`src/pfa_pkg.sv`:
```
// Shared constants and types for the partition fit allocator.
// Depends on nothing; imported by pfa_scan and partition_fit_allocator.
package pfa_pkg;

   // Table geometry
   localparam int PARTITIONS = 8;
   localparam int IDX_W      = (PARTITIONS > 1) ? $clog2(PARTITIONS) : 1;
   localparam int CNT_W      = $clog2(PARTITIONS + 1);
   localparam int SIZE_W     = 16;

   // Request function codes
   localparam logic [1:0] FUNC_CLEAR  = 2'd0;
   localparam logic [1:0] FUNC_APPEND = 2'd1;
   localparam logic [1:0] FUNC_ALLOC  = 2'd2;

   // Fit policy codes (the unused code behaves as first fit)
   localparam logic [1:0] POLICY_FIRST = 2'd0;
   localparam logic [1:0] POLICY_BEST  = 2'd1;
   localparam logic [1:0] POLICY_WORST = 2'd2;

   // Result status codes
   localparam logic [1:0] STATUS_ALLOCATED = 2'd0;
   localparam logic [1:0] STATUS_NO_FIT    = 2'd1;
   localparam logic [1:0] STATUS_LOADED    = 2'd2;
   localparam logic [1:0] STATUS_FULL      = 2'd3;

   // Control from the sequencer to the scan unit
   typedef struct packed {
      logic             start;  // any new request taken: drop the previous pick
      logic             valid;  // entry data from the table is present
      logic [IDX_W-1:0] idx;    // index of that entry
      logic             used;   // used mark of that entry
   } scan_ctrl_type;

endpackage

```
`src/pfa_ram.sv`:
```
// Generic single-write, single-read RAM with a registered read port.
// No dependencies.
module pfa_ram #(
   parameter int WIDTH = 16,
   parameter int DEPTH = 8
) (
   input  logic                                     clock,
   input  logic                                     wr_en,
   input  logic [((DEPTH > 1) ? $clog2(DEPTH) : 1)-1:0] wr_addr,
   input  logic [WIDTH-1:0]                         wr_data,
   input  logic                                     rd_en,
   input  logic [((DEPTH > 1) ? $clog2(DEPTH) : 1)-1:0] rd_addr,
   output logic [WIDTH-1:0]                         rd_data
);

   logic [WIDTH-1:0] mem_ff [DEPTH];
   logic [WIDTH-1:0] rd_data_ff;

   // Write port
   always_ff @(posedge clock) begin
      if (wr_en) begin
         mem_ff[wr_addr] <= wr_data;
      end
   end

   // Registered read port
   always_ff @(posedge clock) begin
      if (rd_en) begin
         rd_data_ff <= mem_ff[rd_addr];
      end
   end

   assign rd_data = rd_data_ff;

endmodule

```
`src/pfa_scan.sv`:
```
// Fit scan unit: looks at one table entry per cycle and keeps the running pick.
// Depends on pfa_pkg.
module pfa_scan
   import pfa_pkg::*;
(
   input  logic                clock,
   input  logic                reset,
   input  scan_ctrl_type       ctrl,
   input  logic [SIZE_W-1:0]   entry_size,
   input  logic [SIZE_W-1:0]   req_size,
   input  logic [1:0]          policy,
   output logic                found,
   output logic [IDX_W-1:0]    pick,
   output logic [SIZE_W-1:0]   pick_left
);

   logic              found_ff, found_in;
   logic [IDX_W-1:0]  pick_ff, pick_in;
   logic [SIZE_W-1:0] left_ff, left_in;
   logic              fits;
   logic [SIZE_W-1:0] left;
   logic              take;

   // Fit test for the entry in hand
   assign fits = ctrl.valid && !ctrl.used && (entry_size >= req_size);
   assign left = entry_size - req_size;

   // Policy decision; ties keep the earlier (lower) index
   always_comb begin
      case (policy)
         POLICY_BEST: begin
            take = fits && (!found_ff || (left < left_ff));
         end
         POLICY_WORST: begin
            take = fits && (!found_ff || (left > left_ff));
         end
         default: begin
            take = fits && !found_ff;
         end
      endcase
   end

   always_comb begin
      found_in = found_ff;
      pick_in  = pick_ff;
      left_in  = left_ff;
      if (ctrl.start) begin
         found_in = 1'b0;
      end else if (take) begin
         found_in = 1'b1;
         pick_in  = ctrl.idx;
         left_in  = left;
      end
   end

   always_ff @(posedge clock) begin
      if (reset) begin
         found_ff <= 1'b0;
      end else begin
         found_ff <= found_in;
      end
   end

   always_ff @(posedge clock) begin
      pick_ff <= pick_in;
      left_ff <= left_in;
   end

   assign found     = found_ff;
   assign pick      = pick_ff;
   assign pick_left = left_ff;

endmodule

```
`src/partition_fit_allocator.sv`:
```
// Partition fit allocator: clear, append and first/best/worst fit allocate.
// A clear or append goes from idle to finish, where its response is registered;
// an allocate first scans the loaded entries of the partition size RAM, one entry
// per cycle, then goes to finish; finish waits while the response slot is stalled.
// Requests are served one at a time; req_stall drops as the response becomes valid.
// Reset (synchronous): policy, fill count and used marks go to zero; size RAM not cleared.
module partition_fit_allocator
   import pfa_pkg::*;
(
   input  logic        clock,
   input  logic        reset,
   // request channel
   input  logic        req_valid,
   output logic        req_stall,
   input  logic [1:0]  req_func,
   input  logic [15:0] req_size,
   // response channel
   output logic        rsp_valid,
   input  logic        rsp_stall,
   output logic [1:0]  rsp_status,
   output logic [2:0]  rsp_partition_index,
   output logic [15:0] rsp_leftover,
   // policy register write
   input  logic        csr_valid,
   output logic        csr_ready,
   input  logic [1:0]  csr_data
);

   typedef enum logic [2:0] {
      ST_IDLE   = 3'b001,
      ST_SCAN   = 3'b010,
      ST_FINISH = 3'b100
   } state_type;

   state_type         state_ff, state_in;
   logic [1:0]        policy_ff, policy_in;
   logic [1:0]        func_ff, func_in;
   logic [SIZE_W-1:0] size_ff, size_in;
   logic [CNT_W-1:0]  count_ff, count_in;
   logic [PARTITIONS-1:0] used_ff, used_in;
   logic [CNT_W-1:0]  issue_ff, issue_in;
   logic              rd_valid_ff, rd_valid_in;
   logic [IDX_W-1:0]  rd_idx_ff, rd_idx_in;

   logic              rsp_valid_ff, rsp_valid_in;
   logic [1:0]        rsp_status_ff, rsp_status_in;
   logic [2:0]        rsp_index_ff, rsp_index_in;
   logic [15:0]       rsp_left_ff, rsp_left_in;

   logic              req_take;
   logic              slot_free;
   logic              issuing;
   logic              table_full;
   logic              finish_go;

   logic              ram_wr_en;
   logic [IDX_W-1:0]  ram_wr_addr;
   logic [SIZE_W-1:0] ram_wr_data;
   logic [SIZE_W-1:0] ram_rd_data;

   scan_ctrl_type     scan_ctrl;
   logic              scan_found;
   logic [IDX_W-1:0]  scan_pick;
   logic [SIZE_W-1:0] scan_left;

   // Handshakes
   assign req_stall = (state_ff != ST_IDLE);
   assign req_take  = req_valid && !req_stall;
   assign slot_free = !rsp_valid_ff || !rsp_stall;
   assign csr_ready = 1'b1;

   assign table_full = (count_ff >= CNT_W'(PARTITIONS));
   assign issuing    = (state_ff == ST_SCAN) && (issue_ff < count_ff);
   assign finish_go  = (state_ff == ST_FINISH) && slot_free;

   // Partition size table
   pfa_ram #(
      .WIDTH (SIZE_W),
      .DEPTH (PARTITIONS)
   ) u_size_ram (
      .clock   (clock),
      .wr_en   (ram_wr_en),
      .wr_addr (ram_wr_addr),
      .wr_data (ram_wr_data),
      .rd_en   (issuing),
      .rd_addr (issue_ff[IDX_W-1:0]),
      .rd_data (ram_rd_data)
   );

   // Scan unit sees read data in the cycle after the address
   assign scan_ctrl.start = req_take;
   assign scan_ctrl.valid = rd_valid_ff;
   assign scan_ctrl.idx   = rd_idx_ff;
   assign scan_ctrl.used  = used_ff[rd_idx_ff];

   pfa_scan u_scan (
      .clock      (clock),
      .reset      (reset),
      .ctrl       (scan_ctrl),
      .entry_size (ram_rd_data),
      .req_size   (size_ff),
      .policy     (policy_ff),
      .found      (scan_found),
      .pick       (scan_pick),
      .pick_left  (scan_left)
   );

   // Sequencer; table writes only happen in finish, after all reads of the
   // request are done, so reads and writes never overlap on an entry
   always_comb begin
      state_in    = state_ff;
      func_in     = func_ff;
      size_in     = size_ff;
      issue_in    = issue_ff;
      rd_valid_in = issuing;
      rd_idx_in   = issue_ff[IDX_W-1:0];
      case (state_ff)
         ST_IDLE: begin
            if (req_take) begin
               func_in  = req_func;
               size_in  = req_size;
               issue_in = '0;
               case (req_func)
                  FUNC_CLEAR, FUNC_APPEND: state_in = ST_FINISH;
                  FUNC_ALLOC:              state_in = ST_SCAN;
                  default:                 state_in = ST_IDLE;
               endcase
            end
         end
         ST_SCAN: begin
            if (issuing) begin
               issue_in = issue_ff + CNT_W'(1);
            end else if (!rd_valid_ff) begin
               state_in = ST_FINISH;
            end
         end
         ST_FINISH: begin
            if (slot_free) begin
               state_in = ST_IDLE;
            end
         end
         default: begin
            state_in = ST_IDLE;
         end
      endcase
   end

   // Commit of the table update and the response
   always_comb begin
      count_in      = count_ff;
      used_in       = used_ff;
      ram_wr_en     = 1'b0;
      ram_wr_addr   = count_ff[IDX_W-1:0];
      ram_wr_data   = size_ff;
      rsp_status_in = rsp_status_ff;
      rsp_index_in  = rsp_index_ff;
      rsp_left_in   = rsp_left_ff;
      rsp_valid_in  = rsp_valid_ff && rsp_stall;
      if (finish_go) begin
         rsp_valid_in = 1'b1;
         rsp_index_in = '0;
         rsp_left_in  = '0;
         case (func_ff)
            FUNC_CLEAR: begin
               count_in      = '0;
               used_in       = '0;
               rsp_status_in = STATUS_LOADED;
            end
            FUNC_APPEND: begin
               if (table_full) begin
                  rsp_status_in = STATUS_FULL;
               end else begin
                  ram_wr_en                    = 1'b1;
                  used_in[count_ff[IDX_W-1:0]] = 1'b0;
                  count_in                     = count_ff + CNT_W'(1);
                  rsp_status_in                = STATUS_LOADED;
                  rsp_index_in                 = 3'(count_ff);
               end
            end
            default: begin
               if (!scan_found) begin
                  rsp_status_in = STATUS_NO_FIT;
               end else begin
                  rsp_status_in = STATUS_ALLOCATED;
                  rsp_index_in  = 3'(scan_pick);
                  rsp_left_in   = scan_left;
                  if (policy_ff == POLICY_BEST) begin
                     ram_wr_en   = 1'b1;
                     ram_wr_addr = scan_pick;
                     ram_wr_data = scan_left;
                  end else begin
                     used_in[scan_pick] = 1'b1;
                  end
               end
            end
         endcase
      end
   end

   // Policy register
   assign policy_in = (csr_valid && csr_ready) ? csr_data : policy_ff;

   always_ff @(posedge clock) begin
      if (reset) begin
         state_ff     <= ST_IDLE;
         policy_ff    <= POLICY_FIRST;
         count_ff     <= '0;
         used_ff      <= '0;
         rd_valid_ff  <= 1'b0;
         rsp_valid_ff <= 1'b0;
      end else begin
         state_ff     <= state_in;
         policy_ff    <= policy_in;
         count_ff     <= count_in;
         used_ff      <= used_in;
         rd_valid_ff  <= rd_valid_in;
         rsp_valid_ff <= rsp_valid_in;
      end
   end

   always_ff @(posedge clock) begin
      func_ff       <= func_in;
      size_ff       <= size_in;
      issue_ff      <= issue_in;
      rd_idx_ff     <= rd_idx_in;
      rsp_status_ff <= rsp_status_in;
      rsp_index_ff  <= rsp_index_in;
      rsp_left_ff   <= rsp_left_in;
   end

   assign rsp_valid           = rsp_valid_ff;
   assign rsp_status          = rsp_status_ff;
   assign rsp_partition_index = rsp_index_ff;
   assign rsp_leftover        = rsp_left_ff;

   // Checks
   a_count_range: assert property (@(posedge clock) disable iff (reset)
      count_ff <= CNT_W'(PARTITIONS))
      else $error("fill count beyond table depth");

   a_read_in_scan: assert property (@(posedge clock) disable iff (reset)
      rd_valid_ff |-> (state_ff == ST_SCAN))
      else $error("table read data outside of a scan");

   a_pick_loaded: assert property (@(posedge clock) disable iff (reset)
      (state_ff == ST_FINISH && scan_found) |-> (CNT_W'(scan_pick) < count_ff))
      else $error("pick beyond loaded partitions");

   a_finish_emits: assert property (@(posedge clock) disable iff (reset)
      finish_go |=> (rsp_valid && state_ff == ST_IDLE))
      else $error("finish did not produce a response");

endmodule
```
`config.mk`:
```
export PLATFORM = sky130hd
export DESIGN_NAME = partition_fit_allocator
export DESIGN_NICKNAME = d
export VERILOG_FILES = /design/src/pfa_pkg.sv /design/src/pfa_ram.sv /design/src/pfa_scan.sv /design/src/partition_fit_allocator.sv
export SDC_FILE = /design/constraint.sdc
export NUM_CORES = 1
export LEC_CHECK = 0
export BUFFER_PORTS_ARGS = -buffer_cell sky130_fd_sc_hd__buf_2
export CORE_MARGIN = 8
export CORE_UTILIZATION = 40
export DETAILED_ROUTE_END_ITERATION = 16
export PLACE_DENSITY = 0.68
export SYNTH_ARGS = -nofsm -noshare
export SYNTH_HDL_FRONTEND = slang
export SYNTH_SLANG_ARGS = --single-unit
```
`constraint.sdc`:
```
create_clock -name clock -period 3.5 [get_ports clock]
set_input_delay 0.35 -clock clock [delete_from_list [all_inputs] [get_ports clock]]
set_output_delay 0.35 -clock clock [all_outputs]
set_load 0.01 [all_outputs]
```
==> impl_metrics.toml, run 1 <==
[outcome]
run_status = "finished with violations"
violated_checks = "setup timing"

[die]
design.core.area_sq_um = 25000
die_width_um = 175
io_pins = 49
die_area_sq_um = 30500
die_height_um = 175
rows = 58
start_util = 0.403

[cts]
tritoncts_num_sinks = 229
h-tree-depth = 1
tritoncts = "done"
cts.root.buffer_cell = "clkbuf_16"
clk_transition_reported_paths_ns = 0.07
cts_buffers = 23
clk-insertion-delay-late_ns = 0.51
cts.path.max_buffers = 3

[routing]
totalWireLength_mm = 21.5
routed_via_density = 5.24
drc = 0
detailroute.via_count = 6018
drt.antenna.violating_nets = 0
length_of_the_first_detailed_routing_pass_in_iterations = 5
wl_per_cell_um = 18.7
initialDrtViolationCount = 431

[timing]
fin_crit_sh = 1.05
timing.slew.headroom = 0.312
achievable-frequency_ghz = 0.271
tns_ns = -3.06
number_of_slew_limit_violations_in_the_final_report = 0
worst_pin_slew_ns = 1.02
finalSetupViolCount = 19
rsz0062_at_grt = "yes"
final_skew_ns = 0.00852
fin_ws_ns = -0.184
final.min_clock_period_ns = 3.68
hold_violations = 0

[logic_synthesis]
synthArstFlopShare = 0
yosys_register_bits = 229
synth-seq-area-share = 0.661
synth_enable_flop_cells = 206
synth_nets = 763
post_synth_instance_area_sq_um = 10100
synthesis.instances = 697
syn_avg_cell_area_sq_um = 14.4
synth_flop_cell = "edfxtp_1"
yosysWarnings = 0
synth_cell_types = 51

[global_routing]
grt_remaining_overflow = 0
grt_pass1_vias = 6026
grt_first_pass_wirelength_mm = 33.5
grt_max_degree = 37
antenna_found_initial = 0
groute.usage.overall = 0.140

[power_and_ir_drop]
total_leakage_power_nw = 4.27
p_clk_frac = 0.352
pwr-share-seq = 0.497
netSwitchingPower_mw = 1.56
switching_share = 0.245
combinationalPowerShare = 0.150
worst_ir_drop_vdd_uv = 312
cell_internal_pwr_mw = 4.80
power.density_nw_per_um2 = 536

[layout]
area_delta_synth_final_pct = 18.0
antenna_cells_inserted = 0
layout-drive-gt1-share = 0.245
nets = 868
final_standard_cell_utilization_of_the_core = 0.475

[min_path]
worst_hold_path_type = "in2reg"

[worst_setup_path]
path_common_cell = "a21oi_4"
timing.rr.end = "u_scan.pick_left[10]$_DFFE_PP_"
req_time_crit_path_ns = 3.73
ff2ff_setup_slack_ns = -0.18
critPathArrivalTime_ns = 3.91
timing.critical_path.fanout_max = 7
cp-start-kind = "flip-flop"
r2r.worst_path.cells = 16
critPathKind = "reg2reg"
crit-reg2reg-launch = "size_ff[0]$_DFFE_PP_"
critical_path.slowest_cell = "edfxtp_1"
critPathLaunch = "size_ff[0]$_DFFE_PP_"
worst_setup_path_end_kind = "flip-flop"
worst_setup_path_endpoint = "u_scan.pick_left[10]$_DFFE_PP_"
cpPeakStageDelay_ns = 0.40
worstPathCellList = "ha_2 > fa_2 > nand2b_4 > a21oi_4 > a21oi_4 > o21ai_1 > xor2_1 > ha_1 > nand4_1 > or2_4 > o22ai_2 > nor3_2 > mux2i_1 > o211a_4 > buf_12 > buf_16"

[place]
dpl_worst_slack_ns = -0.202
port-buffer-count = 47
gpl.final_weighted_congestion = 0.881
dp_hpwl_mm = 14.4

[run]
maxcap_viol_count = 0
## layout make-up
class | instances | area, sq um
clock buffers | 29 | 608
clock inverters | 13 | 73.8
fillers | 2144 | 13100
inverters | 49 | 184
multi-input cells | 398 | 3240
flip-flops and latches | 229 | 6650
well taps | 330 | 413
repair buffers | 101 | 702
## worst min-delay path by stage
stage                         startpoint                       end  cells past startpoint
2_1_floorplan  issue_ff[0]$_SDFFCE_PP0P_      rd_idx_ff[0]$_DFF_P_                      0
3_3_place_gp        rd_idx_ff[2]$_DFF_P_  u_scan.pick[2]$_DFFE_PP_                      0
3_5_place_dp        rd_idx_ff[2]$_DFF_P_  u_scan.pick[2]$_DFFE_PP_                      0
4_1_cts                     req_size[11]     size_ff[11]$_DFFE_PP_                      1
5_1_grt                     req_size[11]     size_ff[11]$_DFFE_PP_                      1
6_report                    req_size[11]     size_ff[11]$_DFFE_PP_                      1
## cells by family (layout without fill, tap and decap cells)
group                      after synthesis  in the layout  share of synthesized area
AOI/OAI and AO/OA                      119            119                     0.0717
xor gates and xnor gates                15             15                     0.0131
adders and majority gates               41             41                     0.0518
buffers and inverters                   70            192                     0.0274
DFF                                    229            229                      0.661
muxes                                   55             55                     0.0991
other                                    1              1                   0.000373
and+or+nand+nor                        167            167                     0.0757
## cell usage after synthesis (6+ instances only)
library cell / instances / area [sq um]
a21oi_1: 40 / 200
nand2_1: 56 / 210
edfxtp_1: 206 / 6190
nor2_1: 58 / 218
and3_1: 8 / 50.1
inv_1: 48 / 180
clkbuf_1: 12 / 45.0
mux2_2: 16 / 180
nand4_1: 6 / 37.5
ha_1: 40 / 500
xnor2_1: 10 / 87.6
a21o_1: 6 / 45.0
buf_2: 7 / 35.0
nand3_1: 10 / 50.1
mux4_2: 34 / 766
o21ai_0: 35 / 175
nor3_1: 6 / 30.0
dfxtp_1: 23 / 460
## layer usage
metal / vias up / wire length, um / share of wire / global-route usage
met1: 2956 / 9350 / 0.43 / 0.184
li1: 2840 / - / - / -
met4: 0 / 496 / 0.023 / 0.0487
met5: - / 0 / 0 / 0
met2: 191 / 10400 / 0.48 / 0.232
met3: 31 / 1270 / 0.059 / 0.0228
## placed cells by master, fill, tap and decap left out, types with 5 or more instances in the layout
master | Yosys | final
a21o_1 | 6 | 6
a21oi_1 | 40 | 35
a31oi_1 | 5 | 5
and3_1 | 8 | 8
buf_2 | 7 | 47
buf_4 | 1 | 45
clkbuf_1 | 12 | 5
clkbuf_16 | 0 | 23
clkinv_1 | 1 | 6
dfxtp_1 | 23 | 23
dlygate4sd3_1 | 0 | 5
edfxtp_1 | 206 | 206
ha_1 | 40 | 38
inv_1 | 48 | 48
mux2_2 | 16 | 16
mux2i_1 | 5 | 5
mux4_2 | 34 | 34
nand2_1 | 56 | 56
nand3_1 | 10 | 10
nand4_1 | 6 | 6
nor2_1 | 58 | 58
o21ai_0 | 35 | 31
o21bai_1 | 5 | 5
xnor2_1 | 10 | 10
xor2_1 | 5 | 5
## stage by stage
stage / hold slack [ns] / power, mW / area (sq um) / std cells
final: 0.0218 / 6.36 / 11900 / 1149
after global routing: 0.00328 / 6.62 / 11900 / 1149
after CTS: 0.000868 / 6.42 / 11800 / 1145
after detailed placement: 0.442 / 4.14 / 10900 / 1093
after global placement: 0.443 / 4.12 / 10900 / 1093
after floorplan: 0.371 / 3.86 / 10100 / 697
## power by group through the flow
stage               logic, mW  registers (mW)  clock network [mW]
floorplan               0.643            3.21                   0
global placement        0.904            3.22                   0
detailed placement      0.919            3.22                   0
CTS                     0.949            3.16                2.30
global route             1.06            3.17                2.39
finish                  0.957            3.16                2.24
## flip-flops by register name, indices dropped and copies added, names as in the netlist, 4 cells and up
register and flops:
count_ff 4, issue_ff 4, rsp_leftover 16, size_ff 16, u_scan.pick_left 16, u_size_ram.mem_ff 128, u_size_ram.rd_data 16, used_ff 8
## repair_timing
action | in CTS | in global routing
cloned | 1 | 0
endpoints found under the hold margin | 5 | 0
pin swaps | 10 | 20
hold buffers | 5 | 0
endpoints found under the setup margin | 19 | 19
buffers inserted | 4 | 4
gates resized for setup | 17 | 9
## critical path: cells and delay by family (launching register included)
family	cells	cell delay [ns]
buffers and inverters	2	0.22
and+or+nand+nor	4	0.69
AOI/OAI and AO/OA	5	0.73
muxes	1	0.27
xor gates and xnor gates	1	0.23
DFF	1	0.40
adders and majority gates	3	0.86
(Power assumes the default switching activity.)
==> run 2: changes to the inputs <==
--- a/config.mk
+++ b/config.mk
@@ -6,10 +6,12 @@
 export NUM_CORES = 1
 export LEC_CHECK = 0
 export BUFFER_PORTS_ARGS = -buffer_cell sky130_fd_sc_hd__buf_2
+export CELL_PAD_IN_SITES_DETAIL_PLACEMENT = 1
+export CELL_PAD_IN_SITES_GLOBAL_PLACEMENT = 1
 export CORE_MARGIN = 8
 export CORE_UTILIZATION = 40
 export DETAILED_ROUTE_END_ITERATION = 16
-export PLACE_DENSITY = 0.68
+export PLACE_DENSITY = 0.77
 export SYNTH_ARGS = -nofsm -noshare
 export SYNTH_HDL_FRONTEND = slang
 export SYNTH_SLANG_ARGS = --single-unit
==> run 2 against run 1 <==
Net effect:
- the run still ends with setup timing left
- clock-buffer cell count increased by 3
- global-route usage grew 2.3 points
- final area grew 1.3%
- critical path depth did not move
- sequential share of layout area down 0.74 points
- total power is 5.7% higher
- highest routed layer unchanged
- sequential power about the same
==> impl_metrics.toml, run 2 (synthesis results as in run 1) <==
[timing]
timing.slew.headroom = 0.304
fin_ws_ns = -0.260
fin_crit_sh = 1.07
final.min_clock_period_ns = 3.76
tns_ns = -4.86
rsz0062_at_grt = "yes"
finalSetupViolCount = 19
hold_violations = 0
final_skew_ns = 0.0161
worst_pin_slew_ns = 1.03
achievable-frequency_ghz = 0.266
number_of_slew_limit_violations_in_the_final_report = 0

[die]
rows = 58
start_util = 0.403
die_width_um = 175
io_pins = 49
die_area_sq_um = 30500
design.core.area_sq_um = 25000
die_height_um = 175

[layout]
mostFrequentLayoutCells = "206 x edfxtp_1, 58 x nor2_1, 57 x buf_4"
final-seq-area_sq_um = 6650
layout-drive-gt1-share = 0.254
antenna_cells_inserted = 0
regMostFlops = "u_size_ram.mem_ff"
area_delta_synth_final_pct = 19.6
layout.cells.most_common = "edfxtp_1"
multi_input_gate_area_in_the_final_layout_sq_um = 3230
nets = 880
fill_cells = 2526
largest_register_ffs = 128

[cts]
cts.root.buffer_cell = "clkbuf_16"
clk-insertion-delay-late_ns = 0.51
tritoncts_num_sinks = 229
tritoncts = "done"
h-tree-depth = 1
clk_transition_reported_paths_ns = 0.06
cts.path.max_buffers = 3
cts_buffers = 24

[worst_setup_path]
req_time_crit_path_ns = 3.72
cpPeakStageDelay_ns = 0.41
worst_path_dominant_cell_family = "compound AO/OA/AOI/OAI gates"
critPathArrivalTime_ns = 3.98
timing.critical_path.fanout_max = 10
critPathKind = "reg2reg"
worstPathCellList = "ha_2 > fa_2 > nand2b_4 > a21oi_4 > a21oi_4 > o21bai_1 > a21oi_1 > xnor2_1 > ha_1 > nand4_1 > buf_4 > a2111oi_4 > nor3_2 > mux2i_1 > o211a_4 > buf_12"
critical_path.slowest_cell = "edfxtp_1"
path_common_cell = "a21oi_4"
crit_buf_inv = 2
cp-start-kind = "flip-flop"
worst_setup_path_end_kind = "flip-flop"

[place]
port-buffer-count = 47
dp_hpwl_mm = 16.6
dpl_worst_slack_ns = -0.274
gpl.final_weighted_congestion = 0.821

[routing]
drt.antenna.violating_nets = 0
totalWireLength_mm = 24.9
routed_via_density = 5.37
length_of_the_first_detailed_routing_pass_in_iterations = 5
detailroute.via_count = 6229
wl_per_cell_um = 21.5
drc = 0
initialDrtViolationCount = 477

[power_and_ir_drop]
worst_ir_drop_vdd_uv = 386
total_leakage_power_nw = 4.36
power.density_nw_per_um2 = 559
power_mw = 6.72

[global_routing]
grt_remaining_overflow = 0
antenna_found_initial = 0
grt_max_degree = 37
groute.usage.overall = 0.163
grt_first_pass_wirelength_mm = 38.8
grt_pass1_vias = 6700

[outcome]
violated_checks = "setup timing"
run_status = "finished with violations"

[min_path]
worst_hold_path_type = "in2reg"

[run]
maxcap_viol_count = 0
==> run 2: layer usage <==
layer | vias up | global-route usage | part of all wire
li1 | 2847 | - | -
met1 | 3197 | 0.208 | 0.43
met2 | 146 | 0.280 | 0.50
met3 | 39 | 0.0252 | 0.043
met4 | 0 | 0.0491 | 0.026
met5 | - | 0 | 0
==> run 2: area by class of cell <==
cell class | instances | area share
flip-flops and latches | 229 | 0.553
multi-input cells | 398 | 0.269
repair buffers | 112 | 0.0635
clock buffers | 32 | 0.0567
well taps | 330 | 0.0343
inverters | 49 | 0.0153
clock inverters | 11 | 0.00864
==> run 2: metrics by stage <==
stage / util / cells / instance area, sq um / hold WS, ns
2_1_floorplan: - / 697 / 10100 / 0.371
3_3_place_gp: 0.438 / 1096 / 10900 / 0.446
3_5_place_dp: 0.438 / 1096 / 10900 / 0.444
4_1_cts: 0.479 / 1153 / 11900 / 0.00242
5_1_grt: 0.482 / 1161 / 12000 / 0.0172
6_report: 0.482 / 1161 / 12000 / 0.0318
==> run 2: power by group <==
group | switching (mW) | internal (mW)
sequential | 0.0503 | 3.12
combinational | 0.555 | 0.478
clock | 1.01 | 1.51
==> run 2: path summary, 6_finish.rpt <==
path                        startpoint                             to  slack [ns]  cells after the start
setup reg to reg  size_ff[0]$_DFFE_PP_  u_scan.pick_left[2]$_DFFE_PP_       -0.26                     16
hold reg to reg   rd_idx_ff[2]$_DFF_P_       u_scan.pick[2]$_DFFE_PP_        0.46                      0
setup / recovery  size_ff[0]$_DFFE_PP_  u_scan.pick_left[2]$_DFFE_PP_       -0.26                     16
hold / removal            req_size[15]          size_ff[15]$_DFFE_PP_        0.03                      1
==> run 2: repair_timing <==
action                                 in CTS  in global routing
endpoints found under the hold margin       6                  0
setup endpoints to repair                  19                 19
setup buffers                               8                  8
hold buffers                                6                  0
pin swaps                                  16                 14
cloned                                      0                  0
resized for setup                          14                  7
